[src/rtl/core/zepc_pkg.sv]
// zepc_pkg: shared types, constants and helpers for the zebra exposure classifier
// no dependencies
`timescale 1ns / 1ps

package zepc_pkg;

   localparam int WORD_W  = 24;
   localparam int POS_W   = 12;
   localparam int FRM_W   = 4;
   localparam int CHAN_W  = 8;
   localparam int MARK_W  = 4;
   localparam int CSR_IDX_W  = 2;
   localparam int CSR_DATA_W = 8;
   localparam int MODE_W  = 3;

   // signed width of one channel sum in 12-bit fixed point
   localparam int SUM_W   = 23;
   localparam int FRAC_W  = 12;

   localparam logic signed [SUM_W-1:0] K_RV = 23'sd5743;
   localparam logic signed [SUM_W-1:0] K_GU = 23'sd1411;
   localparam logic signed [SUM_W-1:0] K_GV = 23'sd2925;
   localparam logic signed [SUM_W-1:0] K_BU = 23'sd7258;
   localparam logic [CHAN_W:0]         CHROMA_BIAS = 9'd128;
   localparam logic [FRAC_W-1:0]       ROUND_HALF  = 12'h800;
   localparam logic [CHAN_W-1:0]       CHAN_MAX    = 8'd255;

   localparam logic [MARK_W-1:0] MARK_NONE  = 4'd0;
   localparam logic [MARK_W-1:0] MARK_RED   = 4'd4;
   localparam logic [MARK_W-1:0] MARK_GREEN = 4'd2;
   localparam logic [MARK_W-1:0] MARK_BLUE  = 4'd1;
   localparam logic [MARK_W-1:0] MARK_OVER  = 4'd8;
   localparam logic [MARK_W-1:0] MARK_UNDER = 4'd9;

   localparam logic [CSR_IDX_W-1:0] CSR_OVER_SETTING = 2'd0;
   localparam logic [CSR_IDX_W-1:0] CSR_UNDER_LEVEL  = 2'd1;
   localparam logic [CSR_IDX_W-1:0] CSR_MULTICHANNEL = 2'd2;
   localparam logic [CSR_IDX_W-1:0] CSR_ZEBRA_MODE   = 2'd3;

   localparam logic [CHAN_W-1:0] OVER_SETTING_RST = 8'd1;

   typedef enum logic [MODE_W-1:0] {
      MODE_STRIPE4 = 3'd0,
      MODE_STRIPE8 = 3'd1,
      MODE_SOLID   = 3'd2,
      MODE_BLINK1  = 3'd3,
      MODE_BLINK2  = 3'd4,
      MODE_BLINK3  = 3'd5
   } zebra_mode_type;

   // control that travels alongside the channel sums
   typedef struct packed {
      logic              valid;
      logic              show;
      logic [CHAN_W-1:0] luma;
   } pix_ctrl_type;

   // clamp a channel sum to 0..255 and test it against the threshold
   function automatic logic chan_over(input logic signed [SUM_W-1:0] sum,
                                      input logic [CHAN_W-1:0] thr);
      logic [SUM_W-FRAC_W-1:0] whole;
      logic [CHAN_W-1:0]       chan;
      whole = sum[SUM_W-1:FRAC_W];
      if (sum[SUM_W-1]) begin
         chan = '0;
      end else if (whole > {{(SUM_W-FRAC_W-CHAN_W){1'b0}}, CHAN_MAX}) begin
         chan = CHAN_MAX;
      end else begin
         chan = whole[CHAN_W-1:0];
      end
      return chan > thr;
   endfunction

endpackage

[src/rtl/core/zepc_rgb_conv.sv]
// zepc_rgb_conv: registered fixed-point yuv to rgb channel sums
// depends on zepc_pkg
`timescale 1ns / 1ps

module zepc_rgb_conv (
   input  logic                              clock,
   input  logic [zepc_pkg::WORD_W-1:0]       pixel_word,
   output logic signed [zepc_pkg::SUM_W-1:0] sum_r_ff,
   output logic signed [zepc_pkg::SUM_W-1:0] sum_g_ff,
   output logic signed [zepc_pkg::SUM_W-1:0] sum_b_ff
);
   import zepc_pkg::*;

   logic [CHAN_W-1:0]        v_raw, y_raw, u_raw;
   logic signed [CHAN_W:0]   vv, uu;
   logic signed [SUM_W-1:0]  vv_ext, uu_ext, ys;
   logic signed [SUM_W-1:0]  sum_r_in, sum_g_in, sum_b_in;

   assign v_raw = pixel_word[7:0];
   assign y_raw = pixel_word[15:8];
   assign u_raw = pixel_word[23:16];

   // chroma offset removed, kept as 9-bit signed
   assign vv = $signed({1'b0, v_raw} - CHROMA_BIAS);
   assign uu = $signed({1'b0, u_raw} - CHROMA_BIAS);
   assign vv_ext = {{(SUM_W-CHAN_W-1){vv[CHAN_W]}}, vv};
   assign uu_ext = {{(SUM_W-CHAN_W-1){uu[CHAN_W]}}, uu};

   // luma scaled with rounding half already added
   assign ys = $signed({{(SUM_W-CHAN_W-FRAC_W){1'b0}}, y_raw, ROUND_HALF});

   assign sum_r_in = ys + vv_ext * K_RV;
   assign sum_g_in = ys - uu_ext * K_GU - vv_ext * K_GV;
   assign sum_b_in = ys + uu_ext * K_BU;

   always_ff @(posedge clock) begin
      sum_r_ff <= sum_r_in;
      sum_g_ff <= sum_g_in;
      sum_b_ff <= sum_b_in;
   end

endmodule

[src/rtl/core/zepc_classify.sv]
// zepc_classify: threshold tests and the registered result
// depends on zepc_pkg
`timescale 1ns / 1ps

module zepc_classify (
   input  logic                              clock,
   input  logic                              reset,
   input  zepc_pkg::pix_ctrl_type            ctrl,
   input  logic signed [zepc_pkg::SUM_W-1:0] sum_r,
   input  logic signed [zepc_pkg::SUM_W-1:0] sum_g,
   input  logic signed [zepc_pkg::SUM_W-1:0] sum_b,
   input  logic [zepc_pkg::CHAN_W-1:0]       over_setting,
   input  logic [zepc_pkg::CHAN_W-1:0]       under_level,
   input  logic                              multichannel,
   output logic                              rsp_valid_ff,
   output logic [zepc_pkg::MARK_W-1:0]       rsp_mark_ff,
   output logic                              rsp_marked_ff
);
   import zepc_pkg::*;

   logic [CHAN_W-1:0] thr;
   logic [MARK_W-1:0] mark_in;

   assign thr = CHAN_MAX - over_setting;

   always_comb begin
      mark_in = MARK_NONE;
      if (ctrl.show) begin
         if (multichannel) begin
            if (chan_over(sum_r, thr)) mark_in = mark_in | MARK_RED;
            if (chan_over(sum_g, thr)) mark_in = mark_in | MARK_GREEN;
            if (chan_over(sum_b, thr)) mark_in = mark_in | MARK_BLUE;
         end else if (ctrl.luma > thr) begin
            mark_in = MARK_OVER;
         end else if (ctrl.luma < under_level) begin
            mark_in = MARK_UNDER;
         end
      end
   end

   always_ff @(posedge clock) begin
      if (reset) begin
         rsp_valid_ff <= 1'b0;
      end else begin
         rsp_valid_ff <= ctrl.valid;
      end
      rsp_mark_ff   <= mark_in;
      rsp_marked_ff <= (mark_in != MARK_NONE);
   end

endmodule

[src/rtl/core/zebra_exposure_pixel_classifier_unit.sv]
// zebra_exposure_pixel_classifier_unit: top level of the zebra exposure classifier
// depends on zepc_pkg, zepc_rgb_conv, zepc_classify
`timescale 1ns / 1ps

// usage
// - a pixel pair transfer happens on a rising edge with start high and busy low;
//   busy is only high while reset is held, so one pair can enter every cycle
// - the pair passes an input register, a channel sum register and the result
//   register in that order; rsp_valid comes from the result register, high for one cycle
// - throughput is one pair per clock while busy is low, set by the three-stage
//   pipeline with no feedback between pairs
// - rsp_mark and rsp_marked are valid only while rsp_valid is high; the receiver
//   cannot stall, every result must be taken in the cycle it is shown
// - csr writes take effect at the edge where csr_wr_en is high; index 0 over
//   setting, 1 under level, 2 multichannel, 3 zebra mode; write only while no
//   pair is in flight
// - synchronous reset clears the pipeline valid bits and loads the register
//   defaults (over setting 1, everything else 0)
module zebra_exposure_pixel_classifier_unit (
   input  logic                                clock,
   input  logic                                reset,
   input  logic                                start,
   output logic                                busy,
   input  logic [zepc_pkg::WORD_W-1:0]         req_pixel_word,
   input  logic [zepc_pkg::POS_W-1:0]          req_column,
   input  logic [zepc_pkg::POS_W-1:0]          req_row,
   input  logic [zepc_pkg::FRM_W-1:0]          req_frame_count,
   input  logic                                csr_wr_en,
   input  logic [zepc_pkg::CSR_IDX_W-1:0]      csr_index,
   input  logic [zepc_pkg::CSR_DATA_W-1:0]     csr_wdata,
   output logic                                rsp_valid,
   output logic [zepc_pkg::MARK_W-1:0]         rsp_mark,
   output logic                                rsp_marked
);
   import zepc_pkg::*;

   // configuration registers
   logic [CHAN_W-1:0] over_setting_ff;
   logic [CHAN_W-1:0] under_level_ff;
   logic              multichannel_ff;
   logic [MODE_W-1:0] zebra_mode_ff;

   // input stage
   logic              accept;
   logic              in_valid_ff;
   logic [WORD_W-1:0] word_ff;
   logic [POS_W-1:0]  column_ff;
   logic [POS_W-1:0]  row_ff;
   logic [FRM_W-1:0]  frame_ff;

   // phase gating
   logic [FRM_W-1:0]  phase;
   logic [FRM_W-1:0]  diag;
   logic              stripe;
   logic              show;

   pix_ctrl_type      ctrl_in, ctrl_ff;

   logic signed [SUM_W-1:0] sum_r, sum_g, sum_b;

   assign busy   = reset;
   assign accept = start & ~busy;

   always_ff @(posedge clock) begin
      if (reset) begin
         over_setting_ff <= OVER_SETTING_RST;
         under_level_ff  <= '0;
         multichannel_ff <= 1'b0;
         zebra_mode_ff   <= MODE_STRIPE4;
      end else if (csr_wr_en) begin
         unique case (csr_index)
            CSR_OVER_SETTING: over_setting_ff <= csr_wdata;
            CSR_UNDER_LEVEL:  under_level_ff  <= csr_wdata;
            CSR_MULTICHANNEL: multichannel_ff <= csr_wdata[0];
            CSR_ZEBRA_MODE:   zebra_mode_ff   <= csr_wdata[MODE_W-1:0];
            default: ;
         endcase
      end
   end

   // input register, payload held without reset
   always_ff @(posedge clock) begin
      if (reset) begin
         in_valid_ff <= 1'b0;
      end else begin
         in_valid_ff <= accept;
      end
      word_ff   <= req_pixel_word;
      column_ff <= req_column;
      row_ff    <= req_row;
      frame_ff  <= req_frame_count;
   end

   // phase selection; unused modes fall back to the two-frame blink
   always_comb begin
      unique case (zebra_mode_ff)
         MODE_STRIPE4: phase = 4'd4;
         MODE_STRIPE8: phase = 4'd8;
         MODE_SOLID:   phase = 4'd1;
         MODE_BLINK1:  phase = {3'b000, frame_ff[0]};
         MODE_BLINK3:  phase = {1'b0, frame_ff[2], 2'b00};
         default:      phase = {2'b00, frame_ff[1], 1'b0};
      endcase
   end

   // diagonal index only needs its low bits
   assign diag   = row_ff[FRM_W-1:0] - column_ff[FRM_W-1:0] - frame_ff;
   assign stripe = (zebra_mode_ff == MODE_STRIPE4) || (zebra_mode_ff == MODE_STRIPE8);
   assign show   = (phase != '0) && !(stripe && ((diag & phase) != '0));

   assign ctrl_in.valid = in_valid_ff;
   assign ctrl_in.show  = show;
   assign ctrl_in.luma  = word_ff[15:8];

   // control rides beside the channel sum register
   always_ff @(posedge clock) begin
      if (reset) begin
         ctrl_ff.valid <= 1'b0;
      end else begin
         ctrl_ff.valid <= ctrl_in.valid;
      end
      ctrl_ff.show <= ctrl_in.show;
      ctrl_ff.luma <= ctrl_in.luma;
   end

   zepc_rgb_conv u_rgb_conv (
      .clock      (clock),
      .pixel_word (word_ff),
      .sum_r_ff   (sum_r),
      .sum_g_ff   (sum_g),
      .sum_b_ff   (sum_b)
   );

   zepc_classify u_classify (
      .clock         (clock),
      .reset         (reset),
      .ctrl          (ctrl_ff),
      .sum_r         (sum_r),
      .sum_g         (sum_g),
      .sum_b         (sum_b),
      .over_setting  (over_setting_ff),
      .under_level   (under_level_ff),
      .multichannel  (multichannel_ff),
      .rsp_valid_ff  (rsp_valid),
      .rsp_mark_ff   (rsp_mark),
      .rsp_marked_ff (rsp_marked)
   );

endmodule
[config.mk]
export PLATFORM = sky130hd
export DESIGN_NAME = zebra_exposure_pixel_classifier_unit
export DESIGN_NICKNAME = d
export VERILOG_FILES = /design/src/rtl/core/zepc_pkg.sv /design/src/rtl/core/zepc_rgb_conv.sv /design/src/rtl/core/zepc_classify.sv /design/src/rtl/core/zebra_exposure_pixel_classifier_unit.sv
export SDC_FILE = /design/constraint.sdc
export NUM_CORES = 1
export LEC_CHECK = 0
export BUFFER_PORTS_ARGS = -buffer_cell sky130_fd_sc_hd__buf_2
export CAP_MARGIN = 20
export CORE_ASPECT_RATIO = 0.75
export CORE_MARGIN = 4
export CORE_UTILIZATION = 45
export CTS_BUF_LIST = sky130_fd_sc_hd__clkbuf_16
export DETAILED_ROUTE_END_ITERATION = 12
export GPL_TIMING_DRIVEN = 0
export MAX_ROUTING_LAYER = met4
export PLACE_DENSITY = 0.72
export REMOVE_ABC_BUFFERS = 1
export SYNTH_ARGS = -nofsm -noshare
export SYNTH_HDL_FRONTEND = slang
export SYNTH_SLANG_ARGS = --single-unit
[constraint.sdc]
create_clock -name clock -period 7.24 [get_ports clock]
set_clock_uncertainty 0.15 [all_clocks]
set_input_delay 2.172 -clock clock [delete_from_list [all_inputs] [get_ports clock]]
set_output_delay 2.172 -clock clock [all_outputs]
set_load 0.02 [all_outputs]
==> impl_metrics.ini, run 1 <==
[timing]
tightest_slew_ns = 0.933
hold_viol_final = 0
max_freq_mhz = 143
rsz0062_at_grt = yes
slew_violations = 0
fin_crit_ns = 6.99
relSlewSlack_pct = 37.5
finalSetupViolations = 0
whs_ns = 0.243
timing.final.crit_share_pct = 96.5

[worst_setup_path]
crit_arrival_ns = 7.14
crit_required_ns = 7.39
crit_path_top_delay_cell = fa_1
worstRegToRegCells = 31
endpoint_kind = flip-flop
worstSetupPathType = reg2reg
slowest_delay_ns = 0.54
cp-start-kind = flip-flop
worstPathMaxFanout = 7

[grt]
grt_use_total_pct = 18.1
grt_pass1_wl_um = 42000
antenna_found_initial = 0
grt_overflow = 0
grt_pass1_vias = 8636
grt_start_max_net_pins = 25

[run]
cap_violations = 0

[route]
wirelength_um = 25000
ant_nets = 0
avgRoutedWirePerCell_um = 14.8
vias_per_cell = 5.05
num_vias = 8533
first_iter_violations = 328
drc = 0
first_pass_iters = 4

[die]
start_util_pct = 46.2
die_area_um2 = 29700
io_pins = 73
die_h_um = 150
core_um2 = 26300
chipWidth_um = 198
fp-row-count = 51

[placed_design]
place_inst = 1669
place_congestion = 0.884
portBuffers = 56
post-dp-hpwl_um = 20900

[yosys]
yosysUniqueCellTypes = 63
synth_area_um2 = 12100
ys_async_sr_fraction_pct = 0
syn_area_per_cell_um2 = 9.48
synth_edf_count = 0
syn_inst = 1281
synthFlopType = dfxtp_1
synth_warnings = 0
ys_ff_latch = 106
ys_seq_area_share_pct = 17.5

[finish]
finalNetCount = 1820
syn2layout_area_growth_pct = 9.12
fillers = 2401
drive_above_1_share_pct = 8.55
diodes = 0
post-route-util_pct = 50.4
instances_no_fill = 1689

[power]
powerDensity_nw_per_um2 = 404
ir_worst_vdd_mv = 0.366
p_leak_uw = 0.00706
p_total_uw = 5360

[clock_tree]
cts-root-buf = clkbuf_16
clock_latency_ns = 0.37
cts_tree = done
numCtsBuffers = 9
htreeDepth = 3
clkTransAtPathRegs_ns = 0.09
clock_sinks = 106
clockBufferDepth = 2

[hold_path]
hold_depth = 0
min-delay-path-class = reg2reg

[outcome]
run_status = finished clean
==> per-stage QoR <==
stage	worst slack [ns]	setup TNS (ns)	cell area, um^2
4_1_cts	0.00673	0	13200
3_5_place_dp	-0.504	-1.18	12800
6_report	0.250	0	13300
5_1_grt	-0.121	-0.121	13300
2_1_floorplan	0.528	0	12100
3_3_place_gp	-0.420	-0.862	12800
==> cells by family after synthesis <==
group | share of synthesized area [%]
AOI/OAI and AO/OA | 9.71
muxes | 1.57
and+or+nand+nor | 9.11
buffers and inverters | 8.00
DFF | 17.5
xor gates and xnor gates | 4.83
adders and majority gates | 49.3
==> registers in the layout, summed over array words and instances, names as in the netlist, 4 cells and up <==
register                count
under_level_ff              8
u_rgb_conv.sum_g_ff        11
u_rgb_conv.sum_r_ff        11
word_ff                    24
over_setting_ff             8
column_ff                   4
u_classify.rsp_mark_ff      4
u_rgb_conv.sum_b_ff        11
ctrl_ff                    10
frame_ff                    4
row_ff                      4
==> cells in the final DEF, fill, tap and decap left out, types with 16 or more instances in the layout <==
cell type and instances:
nand2_1 25, nand3_1 16, ha_1 303, a21oi_1 51
fa_1 108, dfxtp_1 98, buf_2 56, mux2i_1 19
inv_1 242, o21ai_1 17, nor2_1 118, o21ai_0 18
xor2_1 21, xnor2_1 46, nor2b_1 20, a21o_1 28
==> layer usage <==
layer  wire (um)  up-vias  part of all wire [%]  track usage, %
met4         502        0                   2.0            4.92
met2       10700      138                    43            27.4
met5           0        -                     0               -
met3        1020       27                   4.1            3.40
met1       12800     4027                    51            25.2
li1            -     4341                     -               -
==> where the power goes <==
part           total, uW  internal [uW]  switching, uW
Sequential           821            752           69.0
Clock                526            251            275
Combinational       4010           1770           2250
==> critical path, delay by kind of cell (launching register included) <==
kind                       cells  cell delay (ns)
adders and majority gates      8             3.21
AOI/OAI and AO/OA             13             2.10
and+or+nand+nor                4             0.52
DFF                            1             0.42
xor gates and xnor gates       2             0.26
buffers and inverters          4             0.23
==> repair_timing <==
action,CTS,global route
endpoints found under the setup margin,5,6
hold buffers,0,0
gates resized for setup,9,19
buffers inserted,2,2
hold endpoints to repair,0,0
==> layout make-up <==
cell class / count / area, um^2 / share of cell area (%)
clock inverter: 7 / 91.3 / 0.689
clock buffer: 9 / 225 / 1.70
tap: 344 / 430 / 3.25
sequential: 106 / 2140 / 16.2
inverter: 246 / 933 / 7.04
multi-input combinational: 917 / 9130 / 68.8
timing repair buffer: 60 / 310 / 2.34
==> Yosys cell counts (14+ instances only) <==
master,number,area share [%]
nand2_1,25,0.77
fa_1,108,18
nor3_1,14,0.58
dfxtp_1,106,17
mux2i_1,19,1.6
ha_1,306,32
inv_1,244,7.5
o21ai_0,18,0.74
nor2_1,118,3.6
nand3_1,16,0.66
o21ai_1,17,0.70
a21o_1,28,1.7
xnor2_1,46,3.3
a21oi_1,53,2.2
nor2b_1,20,1.0
xor2_1,21,1.5
==> worst paths after layout <==
| check | end | from | slack, ns |
|---|---|---|---|
| max | u_rgb_conv.sum_g_ff[22] | word_ff[1] | 0.25 |
| min | ctrl_ff[6] | word_ff[14] | 0.24 |
| max reg2reg | u_rgb_conv.sum_g_ff[22] | word_ff[1] | 0.25 |
| min reg2reg | ctrl_ff[6] | word_ff[14] | 0.24 |
(Power assumes the default switching activity.)
==> run 2: changes to the inputs <==
Settings changed: PLACE_DENSITY 0.72 to 0.7.
Clock period 7.24 ns to 8.3 ns, I/O delays scaled along.
==> run 2 against run 1 <==
Power is 15% lower. Routed wire length is 2.9% lower. Clock power is 14% lower. Sequential power is 13% lower. Cell area is 0.97% lower. Combinational power is 15% lower. Utilization is 0.49 points lower. Fmax is 7.0% lower. Non-clock buffer count is 4 lower. Critical path type unchanged.
==> impl_metrics.ini, run 2 (same netlist as run 1, synthesis figures left out) <==
[route]
avgRoutedWirePerCell_um = 14.4
drc = 0
num_vias = 8391
wirelength_um = 24300
vias_per_cell = 4.98
ant_nets = 0
first_iter_violations = 406
first_pass_iters = 5

[finish]
regMostFlops = word_ff
fillers = 2390
multiInputGateArea_um2 = 9060
diodes = 0
post-route-util_pct = 49.9
regArea_um2 = 2120
final_cell_mix = ha_1, inv_1, nor2_1
instances_no_fill = 1685
finalNetCount = 1816
largest_reg_flops = 24
drive_above_1_share_pct = 6.79
mostFrequentLayoutCell = ha_1
syn2layout_area_growth_pct = 8.06

[worst_setup_path]
endpoint_kind = flip-flop
cp-start-kind = flip-flop
worstSetupPathType = reg2reg
crit_required_ns = 8.41
worstPathMaxFanout = 17
rrSetupSlack_ns = 0.78
crit_arrival_ns = 7.63
crit_path_top_delay_cell = dfxtp_1
slowest_delay_ns = 0.74

[clock_tree]
clock_latency_ns = 0.36
htreeDepth = 3
cts_setup_buffers = 0
clock_sinks = 106
cts-root-buf = clkbuf_16
cts_resized = 0
clkTransAtPathRegs_ns = 0.09
numCtsBuffers = 9
cts_tree = done
clockBufferDepth = 2
cts_hold_buf = 0

[timing]
max_freq_mhz = 133
slew_violations = 0
hold_viol_final = 0
rsz0062_at_grt = no
finalSetupTns_ns = 0
finalSetupViolations = 0
tightest_slew_ns = 0.868
fin_crit_ns = 7.52
timing.final.crit_share_pct = 90.6
relSlewSlack_pct = 41.9

[grt]
grt_pass1_wl_um = 41700
grt_pass1_vias = 8427
grt_start_max_net_pins = 25
antenna_found_initial = 0
grt_use_total_pct = 18.0
grt_overflow = 0

[placed_design]
post-dp-hpwl_um = 20700
portBuffers = 56
place_congestion = 0.919
place_inst = 1669

[power]
p_leak_uw = 0.00704
p_total_uw = 4560
powerDensity_nw_per_um2 = 348
ir_worst_vdd_mv = 0.319

[die]
start_util_pct = 46.2
io_pins = 73
die_area_um2 = 29700
fp-row-count = 51
chipWidth_um = 198
core_um2 = 26300
die_h_um = 150

[outcome]
run_status = finished clean

[run]
cap_violations = 0

[hold_path]
min-delay-path-class = reg2reg
==> run 2: cell count changes in the layout (fill, tap and decap cells not counted), moves of 3 or more <==
cell and change:
dfxtp_1 +8, inv_8 +3, buf_4 -4, dfxtp_4 -4, dfxtp_2 -4, ha_1 +3
==> run 2: cell type report <==
type                       instances  area share [%]
multi-input combinational        917            69.0
sequential                       106            16.2
inverter                         246            7.06
tap                              344            3.28
timing repair buffer              56            2.13
clock buffer                       9            1.72
clock inverter                     7           0.639
==> run 2: per-layer routing <==
| metal | share of wire [%] | up-vias | wire length, um | track usage, % |
|---|---|---|---|---|
| met3 | 4.1 | 14 | 1000 | 2.48 |
| met4 | 0.85 | 0 | 207 | 2.92 |
| met1 | 52 | 3898 | 12600 | 26.3 |
| li1 | - | 4345 | - | - |
| met5 | 0 | - | 0 | - |
| met2 | 43 | 134 | 10400 | 27.1 |
==> run 2: final timing paths <==
check                                  to  cells after the start         from
setup / recovery  u_rgb_conv.sum_g_ff[22]                     30   word_ff[7]
hold / removal                 ctrl_ff[5]                      0  word_ff[13]
setup reg to reg  u_rgb_conv.sum_g_ff[22]                     30   word_ff[7]
hold reg to reg                ctrl_ff[5]                      0  word_ff[13]
==> run 2: worst max-delay path: cells and delay by family (launching register included) <==
kind	cells	cell delay, ns
buffers and inverters	3	0.66
AND/OR/NAND/NOR	4	0.29
XOR/XNOR	2	0.28
AO/OA/AOI/OAI	14	2.50
adder cells (fa/ha/maj)	7	2.78
flip-flops	1	0.74
==> run 2: through the flow <==
stage / hold WS, ns / cell area, um^2 / setup slack (ns)
global route: 0.246 / 13100 / 0.0950
global placement: 0.243 / 12800 / 0.645
floorplan: 0.205 / 12100 / 1.59
CTS: 0.232 / 13100 / 0.543
finish: 0.232 / 13100 / 0.782
detailed placement: 0.239 / 12800 / 0.606
==> run 2: power breakdown <==
part / switching (uW) / internal (uW) / total [uW]
clock network: 232 / 219 / 451
logic: 1890 / 1510 / 3400
registers: 57.8 / 656 / 714
total: 2180 / 2390 / 4560
==> run 3: changes to the inputs <==
Settings changed: CAP_MARGIN 20 to default, CELL_PAD_IN_SITES_DETAIL_PLACEMENT from default to 2, CELL_PAD_IN_SITES_GLOBAL_PLACEMENT from default to 2, CORE_MARGIN 4 to default, CORE_UTILIZATION 45 to 44, PLACE_DENSITY 0.7 to 0.95.
==> run 3 against run 2 <==
The run now ends with negative setup slack left. Setup slack worse by 0.84 ns. Cell area is 0.84% higher. Global-route usage increased by 18 points. Count of clock-buffer cells in the layout unchanged. Critical path depth shrank 1. Register-to-register slack got worse by 0.84 ns. Non-clock buffer count increased by 5. First-iteration DRC count rose by 44%. Critical path type unchanged. Largest power group unchanged.
==> impl_metrics.ini, run 3 (same netlist as run 1, synthesis figures left out) <==
[clock_tree]
numCtsBuffers = 9
clock_latency_ns = 0.39
cts-root-buf = clkbuf_16
htreeDepth = 3
cts_tree = done
clockBufferDepth = 2
clkTransAtPathRegs_ns = 0.09
clock_sinks = 106

[placed_design]
pre_cts_slack_ns = 0.0199
portBuffers = 56
post-dp-hpwl_um = 35400
place_congestion = 0.862

[timing]
slew_violations = 0
timing.final.crit_share_pct = 101
relSlewSlack_pct = 38.4
finalSetupViolations = 1
layout_setup_ws_ns = -0.0613
hold_viol_final = 0
fin_crit_ns = 8.36
tightest_slew_ns = 0.919
max_freq_mhz = 120

[worst_setup_path]
reg2reg_from = word_ff[2]
cp-start-kind = flip-flop
worstRegToRegCells = 29
worstPathMaxFanout = 6
crit_required_ns = 8.46
endpoint_kind = flip-flop
slowest_delay_ns = 0.69
crit_path_top_delay_cell = fa_1
worstSetupPathType = reg2reg
rrSetupSlack_ns = -0.06
timing.rr.end = u_rgb_conv.sum_g_ff[22]
crit_arrival_ns = 8.52

[finish]
finalNetCount = 1821
mostFrequentLayoutCell = ha_1
largest_reg_flops = 24
syn2layout_area_growth_pct = 8.97
drive_above_1_share_pct = 8.10
regMostFlops = word_ff
final_cell_mix = ha_1, inv_1, nor2_1

[route]
dr_wl_met3_um = 2160
vias_per_cell = 5.96
drc = 0
top_layer_used = met4
wirelength_um = 49900
m1WireLength_um = 18900
first_pass_iters = 5
ant_nets = 0
wl_met2_um = 26000
num_vias = 10100
first_iter_violations = 584
avgRoutedWirePerCell_um = 29.4

[outcome]
run_status = complete, but fails checks
failed_checks = negative setup slack

[die]
io_pins = 73
fp-row-count = 52
die_h_um = 146
start_util_pct = 44.9
chipWidth_um = 194
die_area_um2 = 28300
core_um2 = 27100

[power]
ir_worst_vdd_mv = 0.318
p_total_uw = 5920
p_leak_uw = 0.00707
powerDensity_nw_per_um2 = 447

[hold_path]
hp-start = word_ff[13]
min-delay-path-class = reg2reg
hold_depth = 0
whs_endpoint = ctrl_ff[5]

[grt]
grt_pass1_vias = 12100
grt_overflow = 0
grt_pass1_wl_um = 74300
grt_use_total_pct = 36.3
grt_start_max_net_pins = 25
antenna_found_initial = 1

[run]
cap_violations = 0
## run 3: cell types whose count changed in the layout (fill, tap and decap cells not counted), sizes merged
cell      change
buf           +5
inv           -4
clkinv        +2
bufinv        +1
diode         +1
clkinvlp      +1
## run 3: metal layers
layer | GRT usage, % | vias up
met5 | - | -
li1 | - | 4352
met1 | 38.1 | 5159
met2 | 65.6 | 397
met4 | 19.2 | 0
met3 | 5.54 | 209
## run 3: repair_timing
item	in CTS	in global routing
setup endpoints to repair	4	2
pin swaps	0	1
resized for setup	4	13
hold endpoints to repair	0	0
buffers inserted	0	5
hold buffers	0	0
## run 3: final cells by class
type                    count  area (um^2)
inverters                 246          936
clock inverters             7         85.1
diodes                      1         2.50
flip-flops and latches    106         2130
repair buffers             61          318
fillers                  2878        13800
clock buffers               9          225
multi-input cells         917         9100
well taps                 351          439
## run 3: worst max-delay path: cells and delay by family, from the launching register on
| kind | cells | cell delay [ns] |
|---|---|---|
| AOI/OAI and AO/OA | 13 | 2.66 |
| buffers and inverters | 3 | 0.42 |
| xor gates and xnor gates | 2 | 0.56 |
| adders and majority gates | 7 | 3.54 |
| and+or+nand+nor | 4 | 0.52 |
| DFF | 1 | 0.43 |
## run 3: worst max path at each step
stage,start,depth (start not counted),endpoint,slack (ns)
floorplan,word_ff[7],30,u_rgb_conv.sum_g_ff[22],1.59
finish,word_ff[2],29,u_rgb_conv.sum_g_ff[22],-0.06
global route,word_ff[1],31,u_rgb_conv.sum_g_ff[22],-0.30
detailed placement,word_ff[7],28,u_rgb_conv.sum_g_ff[22],0.02
global placement,word_ff[7],30,u_rgb_conv.sum_g_ff[22],0.56
CTS,word_ff[0],29,u_rgb_conv.sum_g_ff[22],0.05
## run 3: report_power, final
part / total (uW) / internal [uW] / switching (uW) / leakage, uW
Clock: 493 / 240 / 253 / 0.000155
Combinational: 4680 / 1700 / 2970 / 0.00603
Sequential: 746 / 658 / 88.5 / 0.000887
## run 3: metrics by stage
stage	hold WS [ns]	TNS [ns]	instance area (um^2)	cells	utilization, %
2_1_floorplan	0.205	0	12100	1269	-
3_3_place_gp	0.244	0	12800	1676	47.4
3_5_place_dp	0.245	0	12800	1676	47.4
4_1_cts	0.279	0	13100	1692	48.6
5_1_grt	0.278	-0.469	13200	1698	48.9
6_report	0.266	-0.0613	13200	1698	48.9
